`src/rtl/erm_pkg.sv`:
```
`timescale 1ns / 1ps
package erm_pkg;

    localparam int TABLE_ENTRIES = 64;
    localparam int IDX_W = $clog2(TABLE_ENTRIES);
    localparam int CNT_W = $clog2(TABLE_ENTRIES + 1);
    localparam int NUM_W = $clog2(TABLE_ENTRIES + 3);
    localparam int ADDR_W = IDX_W + 1;
    localparam int FUNC_W = 2;
    localparam int DATA_W = 32;
    localparam int STAT_W = 2;
    localparam int ENT_W = 4 * DATA_W;

    localparam logic [FUNC_W-1:0] FN_LOOKUP = 2'd0;
    localparam logic [FUNC_W-1:0] FN_UPDATE = 2'd1;
    localparam logic [FUNC_W-1:0] FN_ERASE = 2'd2;
    localparam logic [FUNC_W-1:0] FN_NONE = 2'd3;

    localparam logic [STAT_W-1:0] ST_OK = 2'd0;
    localparam logic [STAT_W-1:0] ST_MISS = 2'd1;
    localparam logic [STAT_W-1:0] ST_FULL = 2'd2;
    localparam logic [STAT_W-1:0] ST_OVF = 2'd3;

    typedef struct packed {
        logic [DATA_W-1:0] base;
        logic [DATA_W-1:0] obj;
        logic [DATA_W-1:0] ooff;
        logic [DATA_W-1:0] size;
    } t_ext;

    typedef enum logic [2:0] {
        W_RAM, W_P, W_PMOD, W_NEW, W_TAIL, W_TRIM, W_E
    } t_wsel;

    typedef enum logic [2:0] {
        RS_NONE, RS_OVF, RS_MISS, RS_LOOK, RS_ERASE, RS_UPD
    } t_res;

    typedef enum logic [3:0] {
        S_IDLE, S_START, S_RDA, S_EVA, S_AEND, S_BP, S_BN, S_BT,
        S_C, S_CW, S_D, S_DW, S_UFIN, S_DONE
    } t_state;

    typedef struct packed {
        logic clr;
        logic rd;
        logic ld_p;
        logic ld_e;
        logic kill_e;
        logic wr;
        logic hit;
        logic out_load;
        t_wsel wsel;
        t_res res;
    } t_cmd;

    typedef struct packed {
        logic [FUNC_W-1:0] func;
        logic ovf;
        logic at_end;
        logic lt_off;
        logic eq_off;
        logic found;
        logic pv;
        logic ev;
        logic tail;
        logic e_skip;
        logic e_lt;
        logic e_eq;
        logic out_busy;
    } t_stat;

endpackage

```
`src/rtl/erm_ctrl.sv`:
```
`timescale 1ns / 1ps
module erm_ctrl (
    input  logic           i_clk,
    input  logic           i_rst_n,
    input  logic           i_in_valid,
    output logic           o_in_stall,
    input  erm_pkg::t_stat i_stat,
    output erm_pkg::t_cmd  o_cmd
);

    erm_pkg::t_state r_state, n_state;
    erm_pkg::t_cmd cmd;

    always_ff @(posedge i_clk) begin
        if (!i_rst_n) begin
            r_state <= erm_pkg::S_IDLE;
        end else begin
            r_state <= n_state;
        end
    end

    always_comb begin
        n_state = r_state;
        cmd = '0;
        cmd.wsel = erm_pkg::W_RAM;
        cmd.res = erm_pkg::RS_NONE;
        unique case (r_state)
            erm_pkg::S_IDLE: begin
                if (i_in_valid) begin
                    cmd.clr = 1'b1;
                    n_state = erm_pkg::S_START;
                end
            end
            erm_pkg::S_START: begin
                if (i_stat.func == erm_pkg::FN_UPDATE && i_stat.ovf) begin
                    cmd.res = erm_pkg::RS_OVF;
                    n_state = erm_pkg::S_DONE;
                end else if (i_stat.func == erm_pkg::FN_NONE) begin
                    cmd.res = erm_pkg::RS_MISS;
                    n_state = erm_pkg::S_DONE;
                end else begin
                    n_state = erm_pkg::S_RDA;
                end
            end
            erm_pkg::S_RDA: begin
                if (i_stat.at_end) begin
                    n_state = erm_pkg::S_AEND;
                end else begin
                    cmd.rd = 1'b1;
                    n_state = erm_pkg::S_EVA;
                end
            end
            erm_pkg::S_EVA: begin
                n_state = erm_pkg::S_RDA;
                if (i_stat.func == erm_pkg::FN_ERASE) begin
                    if (!i_stat.found && i_stat.eq_off) begin
                        cmd.hit = 1'b1;
                    end else begin
                        cmd.wr = 1'b1;
                        cmd.wsel = erm_pkg::W_RAM;
                    end
                end else if (i_stat.lt_off) begin
                    cmd.ld_p = 1'b1;
                    if (i_stat.func == erm_pkg::FN_UPDATE && i_stat.pv) begin
                        cmd.wr = 1'b1;
                        cmd.wsel = erm_pkg::W_P;
                    end
                end else begin
                    cmd.ld_e = 1'b1;
                    n_state = erm_pkg::S_AEND;
                end
            end
            erm_pkg::S_AEND: begin
                if (i_stat.func == erm_pkg::FN_UPDATE) begin
                    n_state = erm_pkg::S_BP;
                end else begin
                    cmd.res = (i_stat.func == erm_pkg::FN_ERASE) ? erm_pkg::RS_ERASE
                                                                  : erm_pkg::RS_LOOK;
                    n_state = erm_pkg::S_DONE;
                end
            end
            erm_pkg::S_BP: begin
                if (i_stat.pv) begin
                    cmd.wr = 1'b1;
                    cmd.wsel = erm_pkg::W_PMOD;
                end
                n_state = erm_pkg::S_BN;
            end
            erm_pkg::S_BN: begin
                cmd.wr = 1'b1;
                cmd.wsel = erm_pkg::W_NEW;
                n_state = i_stat.tail ? erm_pkg::S_BT : erm_pkg::S_C;
            end
            erm_pkg::S_BT: begin
                cmd.wr = 1'b1;
                cmd.wsel = erm_pkg::W_TAIL;
                n_state = erm_pkg::S_C;
            end
            erm_pkg::S_C: begin
                if (i_stat.ev) begin
                    if (i_stat.e_skip) begin
                        cmd.kill_e = 1'b1;
                    end else if (i_stat.e_lt) begin
                        cmd.wr = 1'b1;
                        cmd.wsel = erm_pkg::W_TRIM;
                        cmd.kill_e = 1'b1;
                        n_state = erm_pkg::S_D;
                    end else if (i_stat.e_eq) begin
                        cmd.kill_e = 1'b1;
                        n_state = erm_pkg::S_D;
                    end else begin
                        n_state = erm_pkg::S_D;
                    end
                end else if (i_stat.at_end) begin
                    n_state = erm_pkg::S_UFIN;
                end else begin
                    cmd.rd = 1'b1;
                    n_state = erm_pkg::S_CW;
                end
            end
            erm_pkg::S_CW: begin
                cmd.ld_e = 1'b1;
                n_state = erm_pkg::S_C;
            end
            erm_pkg::S_D: begin
                if (i_stat.ev) begin
                    cmd.wr = 1'b1;
                    cmd.wsel = erm_pkg::W_E;
                    cmd.kill_e = 1'b1;
                end else if (i_stat.at_end) begin
                    n_state = erm_pkg::S_UFIN;
                end else begin
                    cmd.rd = 1'b1;
                    n_state = erm_pkg::S_DW;
                end
            end
            erm_pkg::S_DW: begin
                cmd.ld_e = 1'b1;
                n_state = erm_pkg::S_D;
            end
            erm_pkg::S_UFIN: begin
                cmd.res = erm_pkg::RS_UPD;
                n_state = erm_pkg::S_DONE;
            end
            erm_pkg::S_DONE: begin
                if (!i_stat.out_busy) begin
                    cmd.out_load = 1'b1;
                    n_state = erm_pkg::S_IDLE;
                end
            end
            default: begin
                n_state = erm_pkg::S_IDLE;
            end
        endcase
    end

    assign o_cmd = cmd;
    assign o_in_stall = (r_state != erm_pkg::S_IDLE);

endmodule

```
`config.mk`:
```
export PLATFORM = sky130hd
export DESIGN_NAME = erm_ctrl
export DESIGN_NICKNAME = d
export VERILOG_FILES = /design/src/rtl/erm_pkg.sv /design/src/rtl/erm_ctrl.sv
export SDC_FILE = /design/constraint.sdc
export NUM_CORES = 1
export LEC_CHECK = 0
export BUFFER_PORTS_ARGS = -buffer_cell sky130_fd_sc_hd__buf_2
export CORE_UTILIZATION = 46
export CTS_BUF_LIST = sky130_fd_sc_hd__clkbuf_8 sky130_fd_sc_hd__clkbuf_16
export CTS_CLUSTER_SIZE = 20
export DETAILED_ROUTE_END_ITERATION = 6
export HOLD_SLACK_MARGIN = 0.15
export PLACE_DENSITY = 0.77
export SLEW_MARGIN = 20
export SYNTH_ARGS = -nofsm -noshare
export SYNTH_HDL_FRONTEND = slang
export SYNTH_SLANG_ARGS = --single-unit
```
`constraint.sdc`:
```
create_clock -name i_clk -period 1.6 [get_ports i_clk]
set_input_delay 0.32 -clock i_clk [delete_from_list [all_inputs] [get_ports i_clk]]
set_output_delay 0.32 -clock i_clk [all_outputs]
set_load 0.05 [all_outputs]
```
==> summary.md, run 1 <==
| Metric | Value |
|---|---|
| Outcome | `did not finish` |
| Last stage | `clock tree synthesis` |
| Stop Error | `[ERROR DPL-0033] detailed placement checks failed during check placement.` |
| Number of clock sinks | `4` |
| Leading post-synthesis cells by cell area | `dfxtp_1 (11%), ha_1 (6.8%), a21oi_1 (5.4%)` |
| Count leader, synth | `inv_1` |
| Post-Syn Area per Cell | `slightly above 7 µm²` |
| Cells after Synth | `~100` |
| Synth area leader | `dfxtp_1` |
| Port buffer count | `31` |
| Main flop type after synthesis | `dfxtp_1` |
| Post-synth top area share | `a little over a tenth` |
| GPL Wtd Cong | `0.870` |
| Initial Util | `48.9%` |
| H-tree depth | `1` |
| # resized after CTS | `a little over 70` |
| Seq cells post-synth | `4` |
| Hold-fix buffers, CTS | `0` |
| Post-CTS Setup Repair Bufs | `8` |
| Hpwl dp | `1.88 mm` |
| Placed Instances | `approximately 170` |
| Row cnt | `14` |
| Seq/Total Area, Yosys | `a little over a tenth` |
| Synthesized cell area | `approximately 740 µm²` |
| EDFF count, synth | `0` |
| Clock tree root buffer cell | `clkbuf_8` |
| Most frequent cells after synthesis | `inv_1 (10), nor2_1 (9), a21oi_1 (8), o21ai_0 (6), nor2b_1 (5)` |
| Syn nets | `125` |
| Die Y | `about 42 µm` |
| Post-DP Area | `between 1000 and 1500 µm²` |
| Post-synthesis async set-or-reset flop share | `0%` |
| CTS buffer count | `3` |
| Yosys Warn Count | `0` |
| Die W | `42.0 µm` |
| Post-synth cell types | `47` |
| CTS max path bufs | `2` |
| Number of I/O pins | `32` |
-- through the flow --
step           hold WS (ns)  utilization, %  worst slack, ns  setup TNS, ns
2_1_floorplan         0.423               -           -0.182         -0.685
3_3_place_gp          0.562            75.2           -0.205          -1.03
3_5_place_dp          0.579            75.2           -0.238          -1.64
-- cells by family after synthesis --
group | count (synthesis) | share of synthesized area [%]
flip-flops | 4 | 10.9
AND/OR/NAND/NOR | 42 | 35.8
multiplexers | 2 | 2.72
AO/OA/AOI/OAI | 35 | 33.6
buffers and inverters | 17 | 10.2
adder cells (fa/ha/maj) | 4 | 6.79
==> run 2: changes to the inputs <==
- CORE_AREA: unset -> 2 2 63 65
- CORE_UTILIZATION: 46 -> unset
- CTS_BUF_LIST: sky130_fd_sc_hd__clkbuf_8 sky130_fd_sc_hd__clkbuf_16 -> unset
- CTS_CLUSTER_SIZE: 20 -> unset
- DIE_AREA: unset -> 0 0 65 67
- HOLD_SLACK_MARGIN: 0.15 -> unset
- PLACE_DENSITY: 0.77 -> unset
- PLACE_DENSITY_LB_ADDON: unset -> 0.15
==> run 2 against run 1 <==
  * Synthesized area is the same
  * The flow now finishes, with violations (setup timing)
  * Synthesized cell count is the same
==> summary.md, run 2 <==
| Metric | Value |
|---|---|
| Most frequent cells after synthesis | `inv_1 (10), nor2_1 (9), a21oi_1 (8), o21ai_0 (6), nor2b_1 (5)` |
| Synth area leader | `dfxtp_1` |
| Vias in the first global route | `1065` |
| Total grt overflow | `0` |
| Max frequency | `556 MHz` |
| EDFF count, synth | `0 (unchanged)` |
| Area grow syn2layout | `128%` |
| CTS buffer count | `3 (unchanged)` |
| Fillers | `between 300 and 400` |
| Initial antenna violation count | `0` |
| Critical path depth | `4` |
| Largest register FFs | `4` |
| Final wirelength | `around 3 mm` |
| DRT antenna net count | `0` |
| Global-route wire length before repair | `4.80 mm` |
| Commonest non-fill, non-tap cell in the layout | `buf_4` |
| CP max stage cell | `or4_4` |
| Commonest cells after routing, fill and taps aside | `buf_4 (31), buf_6 (26), buf_2 (17)` |
| Setup Skew | `0.00252 ns` |
| Fin. Hold Viols | `0` |
| Fin cells | `between 200 and 250` |
| Synthesized cell area | `737 µm² (unchanged)` |
| Max incr delay on CP | `approximately 0.54 ns` |
| Max-Slew Margin vs Limit | `77.1%` |
| Clock tree root buffer cell | `clkbuf_8` |
| Syn nets | `125 (unchanged)` |
| Hold WC Path Type | `input pin to flip-flop` |
| CTS max path bufs | `2 (unchanged)` |
| Port buffer count | `31 (unchanged)` |
| Main flop type after synthesis | `dfxtp_1` |
| Multi-input gate area | `800 µm²` |
| Worst path bufs/invs | `2` |
| Post-synthesis async set-or-reset flop share | `0% (unchanged)` |
| Post-route setup slack | `-0.197 ns` |
| Post-synth cell types | `47 (unchanged)` |
| First-pass iteration count of the detailed router | `4` |
| Seq cells post-synth | `4 (unchanged)` |
| Post-Syn Area per Cell | `7.09 µm² (unchanged)` |
| Row cnt | `22 (+8)` |
| Initial DRC count | `13` |
| Pins Over Slew Limit | `0` |
| GRT Overall Usage | `between 10% and 20%` |
| Pin count of the biggest net entering global routing | `11` |
| Failing checks | `setup timing` |
| Biggest registers after layout | `r_state: 4 flops` |
| Yosys Warn Count | `0 (unchanged)` |
| CP Max Fanout | `8` |
| Core area | `around 3600 µm²` |
| Largest Register | `r_state` |
| Critical Path AT | `1.48 ns` |
| Worst Hold Launch | `i_rst_n` |
| Final period util | `112%` |
| Crit-path cells | `buf_6 -> or4_4 -> nor2_4 -> buf_6` |
| Overall via count from detail_route | `about 1100` |
| Leading post-synthesis cells by cell area | `dfxtp_1 (11%), ha_1 (6.8%), a21oi_1 (5.4%)` |
| CTS tree | `done` |
| Final Core Density | `around 47%` |
| Die W | `65 µm (+55%)` |
| WL/cell | `between 10 and 15 µm` |
| RSZ-0062 raised after global routing | `yes` |
| Initial Util | `20.4% (-28 points)` |
| Pwr per Cell Area | `1670 nW/µm²` |
| Number of clock sinks | `4 (unchanged)` |
| GPL Wtd Cong | `0.795 (-8.6%)` |
| Register-to-Register Path Depth | `6` |
| Hpwl dp | `2.13 mm (+14%)` |
| Final setup vio count | `17` |
| Seq/Total Area, Yosys | `10.9% (unchanged)` |
| Worst hold stages | `3` |
| Min cycle time layout | `~1.8 ns` |
| Number of I/O pins | `32 (unchanged)` |
| Worst-skew pair later-pin latency | `approximately 0.22 ns` |
| DRC viols | `0` |
| FF/Latch Area | `roughly 90 µm²` |
| Layout cell share with drive strength beyond 1 | `70.1%` |
| Flop2flop setup slack | `-0.06 ns` |
| Critical Path Sink Type | `output port` |
| Placed Instances | `207 (+22%)` |
| CP most frequent cell | `buf_6` |
| Hold slack | `between 0.3 and 0.4 ns` |
| Crit path required time | `1.28 ns` |
| Leak pwr | `around 0.74 nW` |
| Antenna fix cells | `0` |
| Count leader, synth | `inv_1` |
| Maximum vdd ir drop | `0.776 mV` |
| Cells after Synth | `104 (unchanged)` |
| Critical path startpoint category | `flip-flop` |
| Die Y | `67 µm (+59%)` |
| Launch point of the worst reg-to-reg path | `r_state[2]` |
| Worst-path clk slew | `approximately 0.030 ns` |
| H-tree depth | `1 (unchanged)` |
| Outcome | `complete, but fails checks` |
| Post-synth top area share | `10.9% (unchanged)` |
| Max_cap viols | `0` |
| Cell family with most CP delay | `simple AND/OR/NAND/NOR gates` |
| Kind of critical path | `flip-flop to output port` |
| Final #Nets | `200` |
| Actual slew at the worst max-slew pin | `~0.34 ns` |
| Die area | `around 4400 µm²` |
| Dpl ws | `-0.265 ns (-0.0271 ns)` |
| Crit. Startpoint | `r_state[3]` |
| Hold-fix buffers, CTS | `0 (unchanged)` |
| Via density | `~4.7` |
-- run 2: cell counts after synthesis --
Identical to the previous run, type by type.
-- run 2: worst register-to-register path, stage by stage, from the launching register on --
cell and delay (ns):
dfxtp_4 0.35, buf_6 0.12, nand2b_4 0.15, buf_4 0.14, or4_4 0.47, a311oi_2 0.24, o21a_1 0.14
-- run 2: worst paths after layout --
kind,to
worst max-delay path,o_cmd[13]
worst min-delay path,r_state[2]
worst max register to register,r_state[0]
worst min register to register,r_state[1]
-- run 2: layout make-up --
cell class / instances / share of cell area (%)
sequential: 4 / 5.28
timing repair buffer: 77 / 39.0
inverter: 10 / 2.23
tap: 48 / 3.57
multi-input combinational: 83 / 47.5
clock buffer: 3 / 2.45
-- run 2: cell families after synthesis --
logic type,count (synthesis),synth area share (%)
AOI/OAI and AO/OA,35,33.6
buffers and inverters,17,10.2
DFF,4,10.9
and+or+nand+nor,42,35.8
adders and majority gates,4,6.79
muxes,2,2.72
-- run 2: metal layers --
metal	vias to the layer above	part of all wire, %	routed length, µm	track usage (%)
met5	-	0	0	0
met4	0	1.5	46	6.12
met3	4	4.1	123	1.01
met2	28	49	1490	23.2
met1	503	45	1350	18.5
li1	532	-	-	-
-- run 2: where the power goes --
| group | internal, mW | leakage [nW] | switching [mW] |
|---|---|---|---|
| Combinational | 1.16 | 0.688 | 1.22 |
| Sequential | 0.155 | 0.0347 | 0.0587 |
| Clock | 0.160 | 0.0216 | 0.0518 |
-- run 2: what timing repair did --
action | 4_1_cts | 5_1_grt
gates resized for setup | 60 | 29
setup buffers | 5 | 10
setup endpoints to repair | 18 | 18
pin swaps | 13 | 7
-- run 2: stage by stage --
step	setup TNS (ns)	total power, mW	instance area, µm²
6_report	-1.67	2.80	1680
2_1_floorplan	-0.685	1.35	813
5_1_grt	-2.53	2.98	1680
3_3_place_gp	-1.42	1.93	1220
4_1_cts	-1.61	2.50	1500
3_5_place_dp	-1.43	1.92	1220
Power figures use the tool's default switching activity.
