## src/rtl/erm_ram.sv

```systemverilog
`timescale 1ns / 1ps
module erm_ram #(
    parameter int WIDTH = 8,
    parameter int DEPTH = 16
) (
    input  logic                     i_clk,
    input  logic                     i_we,
    input  logic [$clog2(DEPTH)-1:0] i_waddr,
    input  logic [WIDTH-1:0]         i_wdata,
    input  logic [$clog2(DEPTH)-1:0] i_raddr,
    output logic [WIDTH-1:0]         o_rdata
);

    logic [WIDTH-1:0] r_mem [DEPTH];
    logic [WIDTH-1:0] r_rdata;

    always_ff @(posedge i_clk) begin
        if (i_we) begin
            r_mem[i_waddr] <= i_wdata;
        end
        r_rdata <= r_mem[i_raddr];
    end

    assign o_rdata = r_rdata;

endmodule

```

## config.mk

```make
export PLATFORM = sky130hd
export DESIGN_NAME = erm_ram
export DESIGN_NICKNAME = d
export VERILOG_FILES = /design/src/rtl/erm_ram.sv
export SDC_FILE = /design/constraint.sdc
export NUM_CORES = 1
export LEC_CHECK = 0
export BUFFER_PORTS_ARGS = -buffer_cell sky130_fd_sc_hd__buf_2
export CORE_MARGIN = 5
export CORE_UTILIZATION = 39
export DETAILED_ROUTE_END_ITERATION = 6
export PLACE_DENSITY = 0.67
export SLEW_MARGIN = 15
export SYNTH_ARGS = -nofsm -noshare
export SYNTH_HDL_FRONTEND = slang
export SYNTH_SLANG_ARGS = --single-unit
```

## constraint.sdc

```tcl
create_clock -name i_clk -period 1.5 [get_ports i_clk]
set_input_delay 0 -clock i_clk [delete_from_list [all_inputs] [get_ports i_clk]]
set_output_delay 0 -clock i_clk [all_outputs]
set_load 0.05 [all_outputs]
```

; Yosys cells after proc, flatten, opt, wreduce, memory -nomap -nowiden
; Memory sizes are Yosys's and may differ from the RTL's. A register that Yosys moved wholly into a read port is not among the register bits.
; Cells that the tools add are included.
[word_totals]
reg_bits = 0
ram_bits = 128
in_bits = 18
out_inout_bits = 8
memories = 1
[op_classes]
mux = 2
[memory_table]
columns = name, words, word_bits, rd, rd_ports_with_merged_regs, wr, line_no
row1 = r_mem, 16, 8, 1, 1, 1, 14  ; logic [WIDTH-1:0] r_mem [DEPTH];
[ops]
columns = op, n
row1 = 1-bit 2-to-1 mux, 2

; Logic depth before layout (Yosys ltp)
; Gate-level depths: netlist (run 1).
[depth]
depth_word = 2
depth_mapped = 5
mapped_depth_nobuf = 3

; Least setup slack after synthesis (run 1)
; No wires, ideal clock.
[synth_path]
path_type = input to register
startpoint = input i_waddr[2]
endpoint = memory r_mem[0][0], enable pin
arrival_time_ps = 1110
setup_slack_ps = 7
stages = 2
cell_sequence = or3b_2 > nor3_1
[synth_lines]
columns = item, line_no
row1 = "start, declared", 8  ; input logic [$clog2(DEPTH)-1:0] i_waddr,
row2 = "end, declared", 14
; Straight into the memory's write port.

==> out/metrics.cfg, run 1 <==
[synthesis]
synth_fa_ha_area_frac=0
synth.cell_area_um2=5150
ys_ff_latch=136
synth_compound_area_frac=0.0233
muxShareOfSynthArea=0.150
syn_avg_cell_area_um2=22.5
synth-xor-area-share=0
synth_top_family_by_area=multiplexers
seq_area_frac_synth=0.778
yosys_warnings=0
ys_types=19
synth_nets=247
syn_inst=229
synth-simple-area-share=0.0318

[finish]
area_growth_pct=21.5
fin_cells=484
regArea_um2=4000
antenna_cells=0
drive_gt1_frac=0.321
fill_cells=1055
final_core_utilization=0.478
nNetsFinal=313
multi_input_area_um2=1060

[cts]
clk_transition_reported_paths_ns=0.06
h-tree-depth=4
insertion_delay_ns=0.42
cts-buffers-inserted=17
cts_tree=built
cts_sinks=136
clk_path_buf_depth=2
post-cts-setup-buffer-count=0
hold_buffers=8
cts_root_buf=clkbuf_16
cts-resized-gates=0

[placement]
gp_congestion=0.776
dp_worst_setup_slack_ns=0.0344
io_buffers=25
hpwl_um=6550
dp.cells=444

[timing]
setup_viol=0
worst_pin_slew_ns=0.707
rsz0062_at_grt=no
maxSlewHeadroom=0.527
fin_worst_skew_ns=0.0123
min_period_over_period=0.903
drv_slew=0
hold_viol=0
setup_tns_ns=0
setup_slack_ns=0.146
fmax_mhz=739
period_needed_ns=1.35

[global_routing]
grt_pass1_vias=2661
antenna_found_initial=0
grt_pass1_wl_um=15700
grt_usage=0.138
grt-ovfl-total=0
grt_max_degree=21

[detailed_routing]
dr_total_vias=2457
ant_nets=0
wire_per_inst_um=20.4
vias_per_cell=5.08
drtIter0Drc=253
drc=0
dr.pass1.iters=4
wl_um=9890

[floorplanning]
initial_core_util=0.393
die_w_um=125
die_h_um=125
io_pins=26
core_region_area_um2=13100
dieArea_um2=15600
row_count=42

[worst_hold_path]
hold_class=in -> reg

[worst_setup_path]
start_kind=flip-flop
criticalPathCategory=reg -> reg
end_kind=flip-flop
worstPathArrival_ns=1.65
worstPathRequired_ns=1.79
crit_path_max_fanout=1

[outcome]
status=completed

[power]
cellLeakagePower_nw=2.13
finalPower_mw=8.63
power_density_nw_per_um2=1380
ir_drop_v=0.000829

[run]
maxCapViolations=0

[metrics by stage]
step                hold WS, ns  instance area (µm²)
floorplan                0.0989                 5150
global placement          0.386                 5610
detailed placement        0.401                 5610
CTS                      0.0744                 6250
global route             0.0943                 6250
finish                   0.0907                 6250
[Yosys cell counts]
master / count / area share
buf_2: 3 / 0.0029
buf_4: 1 / 0.0015
nand3_1: 1 / 0.00097
clkdlybuf4s25_2: 3 / 0.0058
and2_1: 1 / 0.0012
mux4_1: 14 / 0.071
nor3_1: 4 / 0.0039
nand3b_1: 2 / 0.0029
buf_6: 3 / 0.0066
nor2b_1: 1 / 0.0012
and2b_1: 1 / 0.0015
or3b_2: 1 / 0.0017
nand2_1: 9 / 0.0066
mux4_2: 18 / 0.079
dfxtp_1: 8 / 0.031
nor2_1: 13 / 0.0095
edfxtp_1: 128 / 0.75
nand2b_1: 2 / 0.0024
a22oi_1: 16 / 0.023
[per-layer routing]
metal / vias to the layer above / GRT usage / wire, µm
li1: 1112 / - / -
met1: 1255 / 0.181 / 4250
met2: 82 / 0.214 / 4830
met3: 8 / 0.0416 / 699
met4: 0 / 0.0561 / 97
met5: - / 0 / 0
[cell usage in the layout, fill, tap and decap left out, types with 2 or more instances in the layout]
cell,synthesis,final
clkinv_2,0,3
inv_6,0,4
clkinv_4,0,2
clkbuf_16,0,17
nand2_1,9,9
dfxtp_1,8,8
nand2b_1,2,2
edfxtp_1,128,128
dlygate4sd3_1,0,8
clkinvlp_4,0,3
nor3_1,4,4
buf_4,1,22
mux4_1,14,14
buf_12,0,2
mux4_2,18,18
nand3b_1,2,2
nor2_1,13,13
a22oi_1,16,16
buf_2,3,25
[where the power goes]
group / total, mW / internal, mW / switching, mW
clock: 3.86 / 2.33 / 1.52
combinational: 0.502 / 0.192 / 0.310
sequential: 4.27 / 4.25 / 0.0251
[final timing paths]
check	endpoint	cells past startpoint	slack (ns)	startpoint
max reg2reg	o_rdata[2]$_DFF_P_	3	0.15	r_mem[1][2]$_DFFE_PP_
min	o_rdata[2]$_DFF_P_	4	0.09	i_raddr[2]
min reg2reg	o_rdata[5]$_DFF_P_	3	0.67	r_mem[12][5]$_DFFE_PP_
max	o_rdata[2]$_DFF_P_	3	0.15	r_mem[1][2]$_DFFE_PP_
[state kept, by name (all words and copies together), names as in the netlist]
signal / count
r_mem: 128
o_rdata: 8
[critical path, stage by stage (launching register included)]
cell	delay [ns]
edfxtp_1	0.35
mux4_1	0.52
a22oi_1	0.30
nand2_1	0.08
[layout make-up]
| type | instances | share of cell area |
|---|---|---|
| clock buffers | 19 | 0.0708 |
| clock inverters | 13 | 0.0192 |
| multi-input cells | 83 | 0.169 |
| flip-flops and latches | 136 | 0.640 |
| well taps | 176 | 0.0352 |
| repair buffers | 57 | 0.0656 |
[kinds of logic (layout without fill, tap and decap cells)]
kind of cell,count (synthesis),count (layout)
multiplexers,32,32
AND/OR/NAND/NOR,35,35
buffers and inverters,10,89
AO/OA/AOI/OAI,16,16
flip-flops,136,136
Power figures use the tool's default switching activity.
==> inputs of run 2 (changes only) <==
--- a/config.mk
+++ b/config.mk
@@ -7,9 +7,9 @@
 export LEC_CHECK = 0
 export BUFFER_PORTS_ARGS = -buffer_cell sky130_fd_sc_hd__buf_2
 export CORE_MARGIN = 5
-export CORE_UTILIZATION = 39
+export CORE_UTILIZATION = 54
 export DETAILED_ROUTE_END_ITERATION = 6
-export PLACE_DENSITY = 0.67
+export PLACE_DENSITY = 0.84
 export SLEW_MARGIN = 15
 export SYNTH_ARGS = -nofsm -noshare
 export SYNTH_HDL_FRONTEND = slang
==> out/metrics.cfg, run 2 (synthesis gave the netlist of run 1 again) <==
[placement]
gp_congestion=0.782
io_buffers=25
hpwl_um=6120

[timing]
rsz0062_at_grt=no
drv_slew=0
setup_tns_ns=0
period_needed_ns=1.41
fmax_mhz=709
maxSlewHeadroom=0.722
fin_worst_skew_ns=0.00690
worst_pin_slew_ns=0.417
hold_viol=0
holdWs_ns=0.0395
setup_viol=0
min_period_over_period=0.940

[detailed_routing]
wire_per_inst_um=23.4
vias_per_cell=5.86
dr_total_vias=2556
drtIter0Drc=218
drc=0
ant_nets=0
wl_um=10200
dr.pass1.iters=5

[floorplanning]
die_h_um=108
dieArea_um2=11600
io_pins=26
die_w_um=108
core_region_area_um2=9280
row_count=35
initial_core_util=0.554

[global_routing]
antenna_found_initial=0
grt_max_degree=33
grt_pass1_vias=2670
grt_usage=0.190
grt-ovfl-total=0
grt_pass1_wl_um=15300

[cts]
hold_buffers=8
cts_sinks=136
cts-buffers-inserted=17
cts_tree=built
insertion_delay_ns=0.52
cts-resized-gates=0
cts_root_buf=clkbuf_8
clk_path_buf_depth=2
clk_transition_reported_paths_ns=0.06
post-cts-setup-buffer-count=0
h-tree-depth=4

[finish]
final_cell_mix=edfxtp_1, buf_2, buf_4
antenna_cells=0
largest-register=r_mem
largest_reg_flops=128
final_common_cell=edfxtp_1
nNetsFinal=312
drive_gt1_frac=0.316
area_growth_pct=21.1

[worst_setup_path]
crit_path_max_fanout=1
cp_slowest_cell=mux4_1
criticalPathCategory=reg -> reg
start_kind=flip-flop
end_kind=flip-flop
reg2reg_slack_ns=0.09
worstPathRequired_ns=1.90
slowest_delay_ns=0.52
r2r-end=o_rdata[2]$_DFF_P_
crit_chain=mux4_1 -> a22oi_1 -> nand2_1
worstPathArrival_ns=1.81
reg2reg_from=r_mem[1][2]$_DFFE_PP_
r2r_cells=3

[power]
cellLeakagePower_nw=2.14
ir_drop_v=0.00104
power_density_nw_per_um2=1440

[worst_hold_path]
worstHoldStart=i_waddr[0]
hold_class=in -> reg
min_to=r_mem[0][3]$_DFFE_PP_
hold_depth=3

[run]
maxCapViolations=0

[outcome]
status=completed

[run 2: stage by stage]
step	instances	power [mW]	setup WS, ns	cell area (µm²)	util
after floorplan	229	4.65	0.00713	5150	-
after global placement	396	4.82	0.0139	5550	0.597
after detailed placement	396	4.84	0.00105	5550	0.597
after CTS	436	9.00	0.114	6230	0.671
after global routing	436	9.23	0.0521	6230	0.671
final	436	8.94	0.0897	6230	0.671
[run 2: how the worst max path moves through the flow]
stage / start / end / slack (ns) / cells past startpoint
finish: r_mem[1][2]$_DFFE_PP_ / o_rdata[2]$_DFF_P_ / 0.09 / 3
CTS: r_mem[1][2]$_DFFE_PP_ / o_rdata[2]$_DFF_P_ / 0.11 / 3
global placement: i_raddr[0] / o_rdata[2]$_DFF_P_ / 0.01 / 5
global route: r_mem[3][7]$_DFFE_PP_ / o_rdata[7]$_DFF_P_ / 0.05 / 3
detailed placement: i_raddr[0] / o_rdata[2]$_DFF_P_ / 0.001 / 5
floorplan: i_waddr[2] / r_mem[0][0]$_DFFE_PP_ / 0.007 / 2
[run 2: area by class of cell]
class                      instances  area, µm²
clock inverter                    11        146
fill                             591       3050
multi-input combinational         83       1060
clock buffer                      21        459
timing repair buffer              56        403
sequential                       136       4000
tap                              129        161
[run 2: critical path, delay by kind of cell (launching register included)]
family	cells	cell delay (ns)
AO/OA/AOI/OAI	1	0.33
multiplexers	1	0.52
flip-flops	1	0.36
AND/OR/NAND/NOR	1	0.09
[run 2: metal layers]
metal | vias to the layer above | GRT usage | routed length [µm]
li1 | 1107 | - | -
met1 | 1309 | 0.263 | 4320
met2 | 124 | 0.286 | 4890
met3 | 16 | 0.0606 | 797
met4 | 0 | 0.0676 | 207
met5 | - | 0 | 0
[run 2: report_power, final]
part	leakage (nW)	switching, mW	internal (mW)
Combinational	0.634	0.314	0.191
Sequential	1.22	0.0249	4.25
Clock	0.284	1.51	2.66
==> inputs of run 3 (changes only) <==
--- a/config.mk
+++ b/config.mk
@@ -6,8 +6,10 @@
 export NUM_CORES = 1
 export LEC_CHECK = 0
 export BUFFER_PORTS_ARGS = -buffer_cell sky130_fd_sc_hd__buf_2
+export CELL_PAD_IN_SITES_DETAIL_PLACEMENT = 0
+export CELL_PAD_IN_SITES_GLOBAL_PLACEMENT = 2
 export CORE_MARGIN = 5
-export CORE_UTILIZATION = 54
+export CORE_UTILIZATION = 43
 export DETAILED_ROUTE_END_ITERATION = 6
 export PLACE_DENSITY = 0.84
 export SLEW_MARGIN = 15
==> out/metrics.cfg, run 3 (synthesis gave the netlist of run 1 again) <==
[detailed_routing]
vias_per_cell=5.40
ant_nets=0
dr.pass1.iters=4
drc=0
wl_um=9850
wire_per_inst_um=21.6
dr_total_vias=2470
drtIter0Drc=199

[floorplanning]
row_count=40
dieArea_um2=14300
initial_core_util=0.434
die_h_um=119
core_region_area_um2=11900
io_pins=26
die_w_um=119

[worst_hold_path]
min_to=r_mem[0][0]$_DFFE_PP_
hold_class=in -> reg
worstHoldStart=i_waddr[0]
hold_depth=3

[timing]
hold_viol=0
maxSlewHeadroom=0.702
worst_pin_slew_ns=0.447
setup_slack_ns=0.0934
min_period_over_period=0.938
period_needed_ns=1.41
setup_viol=0
fin_worst_skew_ns=0.00542
drv_slew=0
fmax_mhz=711
rsz0062_at_grt=no
setup_tns_ns=0

[placement]
dp.cells=417
gp_congestion=0.754
dp_worst_setup_slack_ns=0.0124
hpwl_um=6190
io_buffers=25

[outcome]
status=completed

[finish]
antenna_cells=0
fill_cells=908
final_common_cell=edfxtp_1
area_growth_pct=21.4
drive_gt1_frac=0.323
largest-register=r_mem
final_cell_mix=edfxtp_1, buf_2, buf_4
fin_cells=457
largest_reg_flops=128
nNetsFinal=315

[global_routing]
grt_pass1_vias=2674
antenna_found_initial=0
grt-ovfl-total=0
grt_max_degree=17
grt_usage=0.152
grt_pass1_wl_um=15500

[cts]
h-tree-depth=4
cts_sinks=136
hold_buffers=8
post-cts-setup-buffer-count=0
cts-buffers-inserted=17
clk_path_buf_depth=2
clk_transition_reported_paths_ns=0.06
cts_tree=built
cts_root_buf=clkbuf_16
insertion_delay_ns=0.41
cts-resized-gates=0

[worst_setup_path]
worstPathRequired_ns=1.78
criticalPathCategory=reg -> reg
end_kind=flip-flop
reg2reg_slack_ns=0.09
crit_path_max_fanout=1
worstPathArrival_ns=1.69
start_kind=flip-flop
r2r-end=o_rdata[4]$_DFF_P_
r2r_cells=3
reg2reg_from=r_mem[9][4]$_DFFE_PP_

[power]
ir_drop_v=0.000917
cellLeakagePower_nw=2.14
power_density_nw_per_um2=1400

[run]
maxCapViolations=0

## run 3: cell count changes in the layout (fill, tap and decap cells not counted)
cell	delta
bufinv_16	-1
clkinv_4	+2
inv_6	+2
buf_4	+3
clkbuf_16	+1
clkbuf_8	-4
## run 3: power breakdown
part,total (mW),switching [mW],internal (mW),leakage [nW]
logic,0.501,0.305,0.196,0.648
registers,4.28,0.0261,4.25,1.22
clock network,3.98,1.53,2.45,0.271
## run 3: worst max path at each step
stage               slack [ns]                  start                     to
floorplan                0.007             i_waddr[2]  r_mem[0][0]$_DFFE_PP_
global placement          0.02             i_raddr[0]     o_rdata[3]$_DFF_P_
finish                    0.09  r_mem[9][4]$_DFFE_PP_     o_rdata[4]$_DFF_P_
CTS                       0.07  r_mem[9][4]$_DFFE_PP_     o_rdata[4]$_DFF_P_
global route              0.05  r_mem[9][4]$_DFFE_PP_     o_rdata[4]$_DFF_P_
detailed placement        0.01             i_raddr[0]     o_rdata[1]$_DFF_P_
## run 3: metrics by stage
stage	util	instance area, µm²	power (mW)	hold slack (ns)
3_5_place_dp	0.471	5590	4.85	0.395
5_1_grt	0.527	6250	9.07	0.169
6_report	0.527	6250	8.76	0.154
4_1_cts	0.527	6250	8.84	0.141
3_3_place_gp	0.471	5590	4.84	0.378
2_1_floorplan	-	5150	4.65	0.0989
## run 3: critical path, stage by stage (launching register included)
cell and delay, ns:
edfxtp_1 0.37, mux4_1 0.50, a22oi_1 0.33, nand2_1 0.08
## run 3: layer usage
layer  global-route usage  vias to the layer above  wire length (µm)
met3               0.0385                       16               428
li1                     -                     1110                 -
met4               0.0666                        0               209
met2                0.250                       55              5100
met1                0.191                     1289              4110
met5                    0                        -                 0
## run 3: area by class of cell
type / instances / area [µm²] / share of cell area
flip-flops and latches: 136 / 4000 / 0.641
multi-input cells: 83 / 1060 / 0.169
clock buffers: 18 / 429 / 0.0687
repair buffers: 59 / 425 / 0.0681
well taps: 147 / 184 / 0.0294
clock inverters: 14 / 151 / 0.0242
